### src/hw/rtl/jan_pkg.sv
// ----------------------------------------------------------------------------
// jan_pkg
// Shared types and constants for the joystick auto-ranging normalizer.
// ----------------------------------------------------------------------------
package jan_pkg;

    // Sample and register widths
    localparam int SAMPLE_BITS = 12;
    localparam int NZ_BITS     = 12;
    localparam int AXIS_BITS   = 16;

    // Signed threshold width: center +/- null zone plus headroom for differences
    localparam int THR_BITS = ((SAMPLE_BITS > NZ_BITS) ? SAMPLE_BITS : NZ_BITS) + 3;

    // Divider: one quotient bit per step, Q1.15 needs AXIS_BITS bits
    localparam int QUO_STEPS = AXIS_BITS;
    localparam int CNT_BITS  = $clog2(QUO_STEPS);
    localparam logic [CNT_BITS-1:0] CNT_LAST = CNT_BITS'(QUO_STEPS - 1);

    localparam logic [NZ_BITS-1:0]   NULL_ZONE_RESET = NZ_BITS'(128);
    localparam logic [AXIS_BITS-1:0] AXIS_MAX = {1'b0, {(AXIS_BITS-1){1'b1}}};

    // Calibration phase
    typedef enum logic [2:0] {
        PH_CAPTURE = 3'd0,
        PH_WAIT1   = 3'd1,
        PH_RANGING = 3'd2,
        PH_WAIT2   = 3'd3,
        PH_RUNNING = 3'd4
    } phase_t;

    // Per-item sequencer
    typedef enum logic [2:0] {
        SEQ_IDLE,
        SEQ_UPDATE,
        SEQ_START,
        SEQ_DIV,
        SEQ_DONE
    } seq_t;

    // Controller to datapath commands
    typedef struct packed {
        logic in_load;
        logic capture;
        logic track;
        logic div_start;
        logic div_step;
        logic out_load;
        logic axes_en;
        logic calibrated;
    } jan_cmd_t;

    // Datapath to controller status
    typedef struct packed {
        logic pressed;
        logic spans_ok;
        logic out_free;
    } jan_stat_t;

endpackage

### src/hw/rtl/jan_div.sv
// ----------------------------------------------------------------------------
// jan_div
// One axis lane: dead-zone thresholds and a restoring divider producing
// the Q1.15 axis value one quotient bit per step.
// ----------------------------------------------------------------------------
module jan_div
    import jan_pkg::*;
(
    input  logic                        clk,
    input  logic                        start,
    input  logic                        step,
    input  logic [SAMPLE_BITS-1:0]      center,
    input  logic [SAMPLE_BITS-1:0]      low,
    input  logic [SAMPLE_BITS-1:0]      high,
    input  logic [SAMPLE_BITS-1:0]      sample,
    input  logic [NZ_BITS-1:0]          null_zone,
    output logic [AXIS_BITS-1:0]        result
);

    localparam int SW = SAMPLE_BITS;

    logic signed [THR_BITS-1:0] c_s, nz_s, n_s, hi_s, lo_s;
    logic signed [THR_BITS-1:0] tp, tn, pos_den, neg_den, pos_num, neg_num;
    logic [SW-1:0]              num, den;
    logic                       neg, zero;

    logic [SW:0]                rem_reg, rem_next;
    logic [SW-1:0]              den_reg;
    logic [AXIS_BITS-1:0]       quo_reg, quo_next;
    logic                       neg_reg, zero_reg;
    logic                       ge;
    logic [SW:0]                diff;

    // Thresholds and operand selection
    always_comb
    begin
        c_s  = $signed({{(THR_BITS-SW){1'b0}}, center});
        n_s  = $signed({{(THR_BITS-SW){1'b0}}, sample});
        hi_s = $signed({{(THR_BITS-SW){1'b0}}, high});
        lo_s = $signed({{(THR_BITS-SW){1'b0}}, low});
        nz_s = $signed({{(THR_BITS-NZ_BITS){1'b0}}, null_zone});
        tp   = c_s + nz_s;
        tn   = c_s - nz_s;
        pos_den = hi_s - tp;
        neg_den = tn - lo_s;
        pos_num = n_s - tp;
        neg_num = tn - n_s;

        num  = '0;
        den  = '0;
        neg  = 1'b0;
        zero = 1'b1;
        if (n_s > tp)
        begin
            if (!pos_den[THR_BITS-1] && (pos_den != '0))
            begin
                num  = pos_num[SW-1:0];
                den  = pos_den[SW-1:0];
                zero = 1'b0;
            end
        end
        else if (n_s < tn)
        begin
            if (!neg_den[THR_BITS-1] && (neg_den != '0))
            begin
                num  = neg_num[SW-1:0];
                den  = neg_den[SW-1:0];
                neg  = 1'b1;
                zero = 1'b0;
            end
        end
    end

    // Restoring step: compare, subtract, shift
    always_comb
    begin
        ge       = (rem_reg >= {1'b0, den_reg});
        diff     = ge ? (rem_reg - {1'b0, den_reg}) : rem_reg;
        rem_next = {diff[SW-1:0], 1'b0};
        quo_next = {quo_reg[AXIS_BITS-2:0], ge};
    end

    always_ff @(posedge clk)
    begin
        if (start)
        begin
            rem_reg  <= {1'b0, num};
            den_reg  <= den;
            quo_reg  <= '0;
            neg_reg  <= neg;
            zero_reg <= zero;
        end
        else if (step)
        begin
            rem_reg <= rem_next;
            quo_reg <= quo_next;
        end
    end

    // Sign and saturation: quotient never exceeds 1.0
    always_comb
    begin
        if (zero_reg)
            result = '0;
        else if (neg_reg)
            result = '0 - quo_reg;
        else if (quo_reg[AXIS_BITS-1])
            result = AXIS_MAX;
        else
            result = quo_reg;
    end

endmodule

### src/hw/rtl/jan_dp.sv
// ----------------------------------------------------------------------------
// jan_dp
// Datapath: null zone register, sample capture, calibration registers,
// span test, two divider lanes and the output register.
// ----------------------------------------------------------------------------
module jan_dp
    import jan_pkg::*;
(
    input  logic                        clk,
    input  logic                        rst_n,
    input  jan_cmd_t                    cmd,
    output jan_stat_t                   stat,
    input  logic                        cfg_valid,
    output logic                        cfg_ready,
    input  logic [NZ_BITS-1:0]          cfg_data,
    input  logic [SAMPLE_BITS-1:0]      x_sample,
    input  logic [SAMPLE_BITS-1:0]      y_sample,
    input  logic                        button_level,
    output logic                        out_valid,
    input  logic                        out_ready,
    output logic signed [AXIS_BITS-1:0] speed,
    output logic signed [AXIS_BITS-1:0] steer,
    output logic                        button_pressed,
    output logic                        calibrated
);

    logic [NZ_BITS-1:0]     nz_reg;
    logic [SAMPLE_BITS-1:0] xs_reg, ys_reg;
    logic                   pressed_reg;
    logic [SAMPLE_BITS-1:0] x_center_reg, x_low_reg, x_high_reg;
    logic [SAMPLE_BITS-1:0] y_center_reg, y_low_reg, y_high_reg;
    logic [AXIS_BITS-1:0]   x_result, y_result;
    logic                   out_valid_reg;
    logic [AXIS_BITS-1:0]   speed_reg, steer_reg;
    logic                   pressed_out_reg, calibrated_reg;

    // Does the range reach the null-zone edge on both sides of center
    function automatic logic spans(
        input logic [SAMPLE_BITS-1:0] c,
        input logic [SAMPLE_BITS-1:0] lo,
        input logic [SAMPLE_BITS-1:0] hi,
        input logic [NZ_BITS-1:0]     nz
    );
        logic signed [THR_BITS-1:0] c_s, nz_s, lo_s, hi_s;
        c_s  = $signed({{(THR_BITS-SAMPLE_BITS){1'b0}}, c});
        lo_s = $signed({{(THR_BITS-SAMPLE_BITS){1'b0}}, lo});
        hi_s = $signed({{(THR_BITS-SAMPLE_BITS){1'b0}}, hi});
        nz_s = $signed({{(THR_BITS-NZ_BITS){1'b0}}, nz});
        return (lo_s <= (c_s - nz_s)) && (hi_s >= (c_s + nz_s));
    endfunction

    // Configuration register, always writable
    assign cfg_ready = 1'b1;

    always_ff @(posedge clk or negedge rst_n)
    begin
        if (!rst_n)
            nz_reg <= NULL_ZONE_RESET;
        else if (cfg_valid && cfg_ready)
            nz_reg <= cfg_data;
    end

    // Input capture
    always_ff @(posedge clk)
    begin
        if (cmd.in_load)
        begin
            xs_reg      <= x_sample;
            ys_reg      <= y_sample;
            pressed_reg <= ~button_level;
        end
    end

    // Center, low and high per axis
    always_ff @(posedge clk or negedge rst_n)
    begin
        if (!rst_n)
        begin
            x_center_reg <= '0;
            x_low_reg    <= '0;
            x_high_reg   <= '0;
            y_center_reg <= '0;
            y_low_reg    <= '0;
            y_high_reg   <= '0;
        end
        else if (cmd.capture)
        begin
            x_center_reg <= xs_reg;
            x_low_reg    <= xs_reg;
            x_high_reg   <= xs_reg;
            y_center_reg <= ys_reg;
            y_low_reg    <= ys_reg;
            y_high_reg   <= ys_reg;
        end
        else if (cmd.track)
        begin
            if (x_low_reg > xs_reg)
                x_low_reg <= xs_reg;
            else if (x_high_reg < xs_reg)
                x_high_reg <= xs_reg;
            if (y_low_reg > ys_reg)
                y_low_reg <= ys_reg;
            else if (y_high_reg < ys_reg)
                y_high_reg <= ys_reg;
        end
    end

    // Axis lanes
    jan_div u_div_x (
        .clk       (clk),
        .start     (cmd.div_start),
        .step      (cmd.div_step),
        .center    (x_center_reg),
        .low       (x_low_reg),
        .high      (x_high_reg),
        .sample    (xs_reg),
        .null_zone (nz_reg),
        .result    (x_result)
    );

    jan_div u_div_y (
        .clk       (clk),
        .start     (cmd.div_start),
        .step      (cmd.div_step),
        .center    (y_center_reg),
        .low       (y_low_reg),
        .high      (y_high_reg),
        .sample    (ys_reg),
        .null_zone (nz_reg),
        .result    (y_result)
    );

    // Output register: holds one result until its transfer
    always_ff @(posedge clk or negedge rst_n)
    begin
        if (!rst_n)
            out_valid_reg <= 1'b0;
        else if (cmd.out_load)
            out_valid_reg <= 1'b1;
        else if (out_ready)
            out_valid_reg <= 1'b0;
    end

    always_ff @(posedge clk)
    begin
        if (cmd.out_load)
        begin
            speed_reg       <= cmd.axes_en ? x_result : '0;
            steer_reg       <= cmd.axes_en ? y_result : '0;
            pressed_out_reg <= pressed_reg;
            calibrated_reg  <= cmd.calibrated;
        end
    end

    assign out_valid      = out_valid_reg;
    assign speed          = $signed(speed_reg);
    assign steer          = $signed(steer_reg);
    assign button_pressed = pressed_out_reg;
    assign calibrated     = calibrated_reg;

    // Status
    assign stat.pressed  = pressed_reg;
    assign stat.spans_ok = spans(x_center_reg, x_low_reg, x_high_reg, nz_reg) &&
                           spans(y_center_reg, y_low_reg, y_high_reg, nz_reg);
    assign stat.out_free = !out_valid_reg || out_ready;

endmodule

### src/hw/rtl/jan_ctrl.sv
// ----------------------------------------------------------------------------
// jan_ctrl
// Controller: calibration phase tracking and the per-item sequencer that
// drives capture, range tracking, division and result loading.
// ----------------------------------------------------------------------------
module jan_ctrl
    import jan_pkg::*;
(
    input  logic      clk,
    input  logic      rst_n,
    input  logic      in_valid,
    output logic      in_ready,
    input  jan_stat_t stat,
    output jan_cmd_t  cmd
);

    seq_t                state_reg, state_next;
    phase_t              phase_reg, phase_next;
    logic                norm_reg, norm_next;
    logic [CNT_BITS-1:0] cnt_reg, cnt_next;

    // Phase decision for the item under update
    logic   act_capture, act_track, act_norm;
    phase_t phase_after;

    always_comb
    begin
        act_capture = 1'b0;
        act_track   = 1'b0;
        act_norm    = 1'b0;
        phase_after = phase_reg;
        unique case (phase_reg)
            PH_WAIT1:
            begin
                if (!stat.pressed)
                    phase_after = PH_RANGING;
            end
            PH_RANGING:
            begin
                if (stat.pressed && stat.spans_ok)
                    phase_after = PH_WAIT2;
                else
                    act_track = 1'b1;
            end
            PH_WAIT2:
            begin
                if (!stat.pressed)
                    phase_after = PH_RUNNING;
            end
            PH_RUNNING:
            begin
                act_track = 1'b1;
                act_norm  = 1'b1;
            end
            default:
            begin
                // capture, and any unused code
                act_capture = 1'b1;
                phase_after = stat.pressed ? PH_WAIT1 : PH_RANGING;
            end
        endcase
    end

    // Next state
    always_comb
    begin
        state_next = state_reg;
        phase_next = phase_reg;
        norm_next  = norm_reg;
        cnt_next   = cnt_reg;
        unique case (state_reg)
            SEQ_IDLE:
            begin
                if (in_valid)
                    state_next = SEQ_UPDATE;
            end
            SEQ_UPDATE:
            begin
                phase_next = phase_after;
                norm_next  = act_norm;
                state_next = act_norm ? SEQ_START : SEQ_DONE;
            end
            SEQ_START:
            begin
                cnt_next   = '0;
                state_next = SEQ_DIV;
            end
            SEQ_DIV:
            begin
                cnt_next = cnt_reg + 1'b1;
                if (cnt_reg == CNT_LAST)
                    state_next = SEQ_DONE;
            end
            SEQ_DONE:
            begin
                if (stat.out_free)
                    state_next = SEQ_IDLE;
            end
            default:
            begin
                state_next = SEQ_IDLE;
            end
        endcase
    end

    // Outputs
    always_comb
    begin
        cmd            = '0;
        in_ready       = 1'b0;
        cmd.axes_en    = norm_reg;
        cmd.calibrated = (phase_reg == PH_RUNNING);
        unique case (state_reg)
            SEQ_IDLE:
            begin
                in_ready    = 1'b1;
                cmd.in_load = in_valid;
            end
            SEQ_UPDATE:
            begin
                cmd.capture = act_capture;
                cmd.track   = act_track;
            end
            SEQ_START:
            begin
                cmd.div_start = 1'b1;
            end
            SEQ_DIV:
            begin
                cmd.div_step = 1'b1;
            end
            SEQ_DONE:
            begin
                cmd.out_load = stat.out_free;
            end
            default:
            begin
                in_ready = 1'b0;
            end
        endcase
    end

    always_ff @(posedge clk or negedge rst_n)
    begin
        if (!rst_n)
        begin
            state_reg <= SEQ_IDLE;
            phase_reg <= PH_CAPTURE;
            norm_reg  <= 1'b0;
            cnt_reg   <= '0;
        end
        else
        begin
            state_reg <= state_next;
            phase_reg <= phase_next;
            norm_reg  <= norm_next;
            cnt_reg   <= cnt_next;
        end
    end

endmodule

### src/hw/rtl/joystick_autorange_normalizer_core.sv
// ----------------------------------------------------------------------------
// joystick_autorange_normalizer_core
// Two-axis joystick normalizer: captures center, auto-ranges low and high,
// then maps each axis with a dead zone to Q1.15.
//
// Channel   Signals                                      Direction
// input     in_valid/in_ready, x_sample, y_sample,       in
//           button_level
// result    out_valid/out_ready, speed, steer,           out
//           button_pressed, calibrated
// config    cfg_valid/cfg_ready, cfg_data (null zone)    in
//
// An item is taken only while the sequencer is idle. Outside the running
// phase an item passes the update and done states; in running it also passes
// the start state and the 16-step restoring divider (one per axis, in parallel).
// Reset (rst_n, asynchronous) clears the phase and calibration and sets the null zone to 128.
// One result waits in the output register while the next item is taken; a
// further result holds in the controller until that register frees.
// cfg_ready is always high.
// ----------------------------------------------------------------------------
module joystick_autorange_normalizer_core
    import jan_pkg::*;
(
    input  logic                        clk,
    input  logic                        rst_n,
    input  logic                        in_valid,
    output logic                        in_ready,
    input  logic [SAMPLE_BITS-1:0]      x_sample,
    input  logic [SAMPLE_BITS-1:0]      y_sample,
    input  logic                        button_level,
    output logic                        out_valid,
    input  logic                        out_ready,
    output logic signed [AXIS_BITS-1:0] speed,
    output logic signed [AXIS_BITS-1:0] steer,
    output logic                        button_pressed,
    output logic                        calibrated,
    input  logic                        cfg_valid,
    output logic                        cfg_ready,
    input  logic [NZ_BITS-1:0]          cfg_data
);

    jan_cmd_t  cmd;
    jan_stat_t stat;

    // Sequencer and phase control
    jan_ctrl u_ctrl (
        .clk      (clk),
        .rst_n    (rst_n),
        .in_valid (in_valid),
        .in_ready (in_ready),
        .stat     (stat),
        .cmd      (cmd)
    );

    // Datapath
    jan_dp u_dp (
        .clk            (clk),
        .rst_n          (rst_n),
        .cmd            (cmd),
        .stat           (stat),
        .cfg_valid      (cfg_valid),
        .cfg_ready      (cfg_ready),
        .cfg_data       (cfg_data),
        .x_sample       (x_sample),
        .y_sample       (y_sample),
        .button_level   (button_level),
        .out_valid      (out_valid),
        .out_ready      (out_ready),
        .speed          (speed),
        .steer          (steer),
        .button_pressed (button_pressed),
        .calibrated     (calibrated)
    );

endmodule

### config.mk
export PLATFORM = sky130hd
export DESIGN_NAME = joystick_autorange_normalizer_core
export DESIGN_NICKNAME = d
export VERILOG_FILES = /design/src/hw/rtl/jan_pkg.sv /design/src/hw/rtl/jan_div.sv /design/src/hw/rtl/jan_dp.sv /design/src/hw/rtl/jan_ctrl.sv /design/src/hw/rtl/joystick_autorange_normalizer_core.sv
export SDC_FILE = /design/constraint.sdc
export NUM_CORES = 1
export LEC_CHECK = 0
export BUFFER_PORTS_ARGS = -buffer_cell sky130_fd_sc_hd__buf_2
export CAP_MARGIN = 0
export CELL_PAD_IN_SITES_DETAIL_PLACEMENT = 1
export CELL_PAD_IN_SITES_GLOBAL_PLACEMENT = 2
export CORE_MARGIN = 2
export CORE_UTILIZATION = 40
export DETAILED_ROUTE_END_ITERATION = 10
export MAX_ROUTING_LAYER = met4
export PLACE_DENSITY = 0.87
export SETUP_SLACK_MARGIN = 0.15
export SYNTH_ARGS = -nofsm -noshare
export SYNTH_HDL_FRONTEND = slang
export SYNTH_SLANG_ARGS = --single-unit
### constraint.sdc
create_clock -name clk -period 5.5 [get_ports clk]
set_input_delay 0 -clock clk [delete_from_list [all_inputs] [get_ports clk]]
set_output_delay 0 -clock clk [all_outputs]
set_load 0.005 [all_outputs]
==> results_dict.tcl <==
set metrics [dict create \
    route.detailed.drc 0 \
    async_flop_share_pct 39.8 \
    cp-end-kind "flip-flop" \
    slew_headroom_pct 34.1 \
    antenna_left 0 \
    die-area_um2 49900 \
    hpwl_um 49400 \
    wirelength_um 64900 \
    hold_class "in2reg" \
    criticalPathCategory "reg2reg" \
    ys_seq_elements 241 \
    synth_ff_type "edfxtp_1" \
    synth-seq-area-share_pct 33.3 \
    die_w_um 223 \
    cts_tree "built" \
    grt_use_total_pct 26.1 \
    whs_ns 0.111 \
    worst_pin_slew_ns 0.978 \
    syn_area_um2 19300 \
    status "complete, no violations" \
    cts_inserted_buffers 30 \
    grt_pass1_vias 17400 \
    drtIter0Drc 1269 \
    wl_per_cell_um 22.2 \
    yosys_warnings 0 \
    cp.arrival_ns 5.51 \
    synth_cells 2119 \
    timing.final.crit_share_pct 94.8 \
    final_cell_mix "ha_1, inv_1, o21ai_0" \
    via_count 17000 \
    area_growth_pct 17.0 \
    drv_cap 0 \
    clock-root-buffer "clkbuf_16" \
    fin_tns_setup_ns 0 \
    clock_latency_ns 0.59 \
    firstDrtPassIters 5 \
    io_buffers 77 \
    synth_edf_count 111 \
    synth.distinct_cells 89 \
    start_util_pct 40.4 \
    clock-sinks 241 \
    skew_ns 0.0169 \
    syn_area_per_cell_um2 9.09 \
    synth_nets 2414 \
    place_congestion 0.960 \
    antenna_found_initial 0 \
    rows 80 \
    fillers 5490 \
    finalNetCount 2583 \
    rsz0062_at_grt "true" \
    vias_per_cell 5.81 \
    die_h_um 223 \
    hold_viol 0 \
    drv_slew 0 \
    cts_buffer_depth 3 \
    grt_pass1_wl_um 99600 \
    finalCriticalPeriod_ns 5.21 \
    h-tree-depth 1 \
    crit_required_ns 5.80 \
    grt_max_degree 53 \
    core_um2 47600 \
    grt-ovfl-total 0 \
    final_common_cell "ha_1" \
    drive_gt1_share_pct 11.5 \
    timing.fmax_mhz 192 \
    setup_viol 0 \
    critPathLaunchType "flip-flop" \
    crit_fanout 8 \
    io_pins 79 \
    clk_pin_slew_ns 0.07 \
]
==> metrics by stage <==
stage	util [%]	setup slack [ns]	cells	area, um2
3_3_place_gp	43.0	0.231	2790	20500
2_1_floorplan	-	0.601	2119	19300
5_1_grt	47.3	0.0798	2927	22500
4_1_cts	46.6	0.116	2911	22200
3_5_place_dp	43.0	0.0331	2790	20500
6_report	47.3	0.286	2928	22500
==> critical path: stages (launching register included) <==
cell	delay (ns)
dfrtp_2	0.43
ha_2	0.20
fa_2	0.35
nor2b_1	0.16
o311a_1	0.39
nor2_4	0.13
nor4_1	0.07
nor3_1	0.26
xnor2_1	0.18
ha_2	0.43
nand2_1	0.08
o21bai_1	0.18
a21oi_1	0.07
or4_1	0.57
a2111oi_4	0.39
nand4_1	0.26
buf_4	0.23
nand4_1	0.22
or3_1	0.20
o311ai_0	0.14
==> routing by layer <==
layer / wire (um) / track usage, % / share of wire, % / vias to the layer above
met1: 30500 / 35.7 / 47 / 8442
met3: 2870 / 2.92 / 4.4 / 109
met2: 29600 / 40.8 / 46 / 389
met4: 1840 / 7.98 / 2.8 / 0
met5: 0 / - / 0 / -
li1: - / - / - / 8076
==> cells by family after synthesis <==
| kind of cell | count (synthesis) | share of synthesized area [%] |
|---|---|---|
| flip-flops | 241 | 33.3 |
| other | 1 | 0.0195 |
| multiplexers | 59 | 3.25 |
| adder cells (fa/ha/maj) | 253 | 17.0 |
| AO/OA/AOI/OAI | 607 | 20.6 |
| AND/OR/NAND/NOR | 583 | 15.3 |
| buffers and inverters | 259 | 5.19 |
| XOR/XNOR | 116 | 5.27 |
==> what timing repair did <==
action | 4_1_cts | 5_1_grt
hold buffers | 65 | 0
setup endpoints to repair | 23 | 61
endpoints found under the hold margin | 84 | 0
gates resized for setup | 2 | 30
pin swaps | 0 | 18
gates cloned | 0 | 1
setup buffers | 0 | 15
==> final cells by class <==
cell class	instances	area, um2	share of cell area, %
inverters	197	739	3.28
clock buffers	45	921	4.09
flip-flops and latches	241	6420	28.5
diodes	1	2.50	0.0111
multi-input cells	1620	12000	53.4
clock inverters	11	153	0.677
repair buffers	198	1510	6.69
well taps	615	769	3.41
==> cells in the mapped netlist (17+ instances only) <==
| library cell | instances | area [um2] |
|---|---|---|
| a21o_1 | 47 | 353 |
| a21oi_1 | 117 | 586 |
| a22o_1 | 28 | 245 |
| a311oi_1 | 21 | 184 |
| a31oi_1 | 32 | 200 |
| clkbuf_1 | 46 | 173 |
| dfrtp_1 | 95 | 2380 |
| dfxtp_1 | 34 | 681 |
| edfxtp_1 | 111 | 3330 |
| ha_1 | 239 | 2990 |
| inv_1 | 196 | 736 |
| mux2_2 | 27 | 304 |
| mux2i_1 | 31 | 310 |
| nand2_1 | 137 | 514 |
| nand2b_1 | 32 | 200 |
| nand3_1 | 36 | 180 |
| nand4_1 | 38 | 238 |
| nor2_1 | 142 | 533 |
| nor2b_1 | 43 | 269 |
| nor3_1 | 48 | 240 |
| o21a_1 | 21 | 158 |
| o21ai_0 | 166 | 831 |
| o31ai_1 | 19 | 143 |
| or2_2 | 17 | 106 |
| or3_1 | 21 | 131 |
| xnor2_1 | 82 | 718 |
| xor2_1 | 34 | 298 |
==> final timing paths <==
check	start	to	slack (ns)	cells after the start
setup reg to reg	u_dp.nz_reg[0]$_DFFE_PN0P_	u_dp.u_div_y.rem_reg[1]$_DFFE_PP_	0.29	19
min in group asynchronous	rst_n	u_dp.x_center_reg[6]$_DFFE_PN0P_	0.47	3
max in group asynchronous	rst_n	u_dp.x_low_reg[6]$_DFFE_PN0P_	3.51	4
setup / recovery	u_dp.nz_reg[0]$_DFFE_PN0P_	u_dp.u_div_y.rem_reg[1]$_DFFE_PP_	0.29	19
hold / removal	y_sample[9]	u_dp.ys_reg[9]$_DFFE_PP_	0.11	2
hold reg to reg	u_dp.u_div_y.rem_reg[12]$_SDFFE_PP0P_	u_dp.u_div_y.rem_reg[12]$_SDFFE_PP0P_	0.49	2
Power is not shown: default switching activity piles up to over one toggle a cycle in this logic, so the estimate is an artifact.
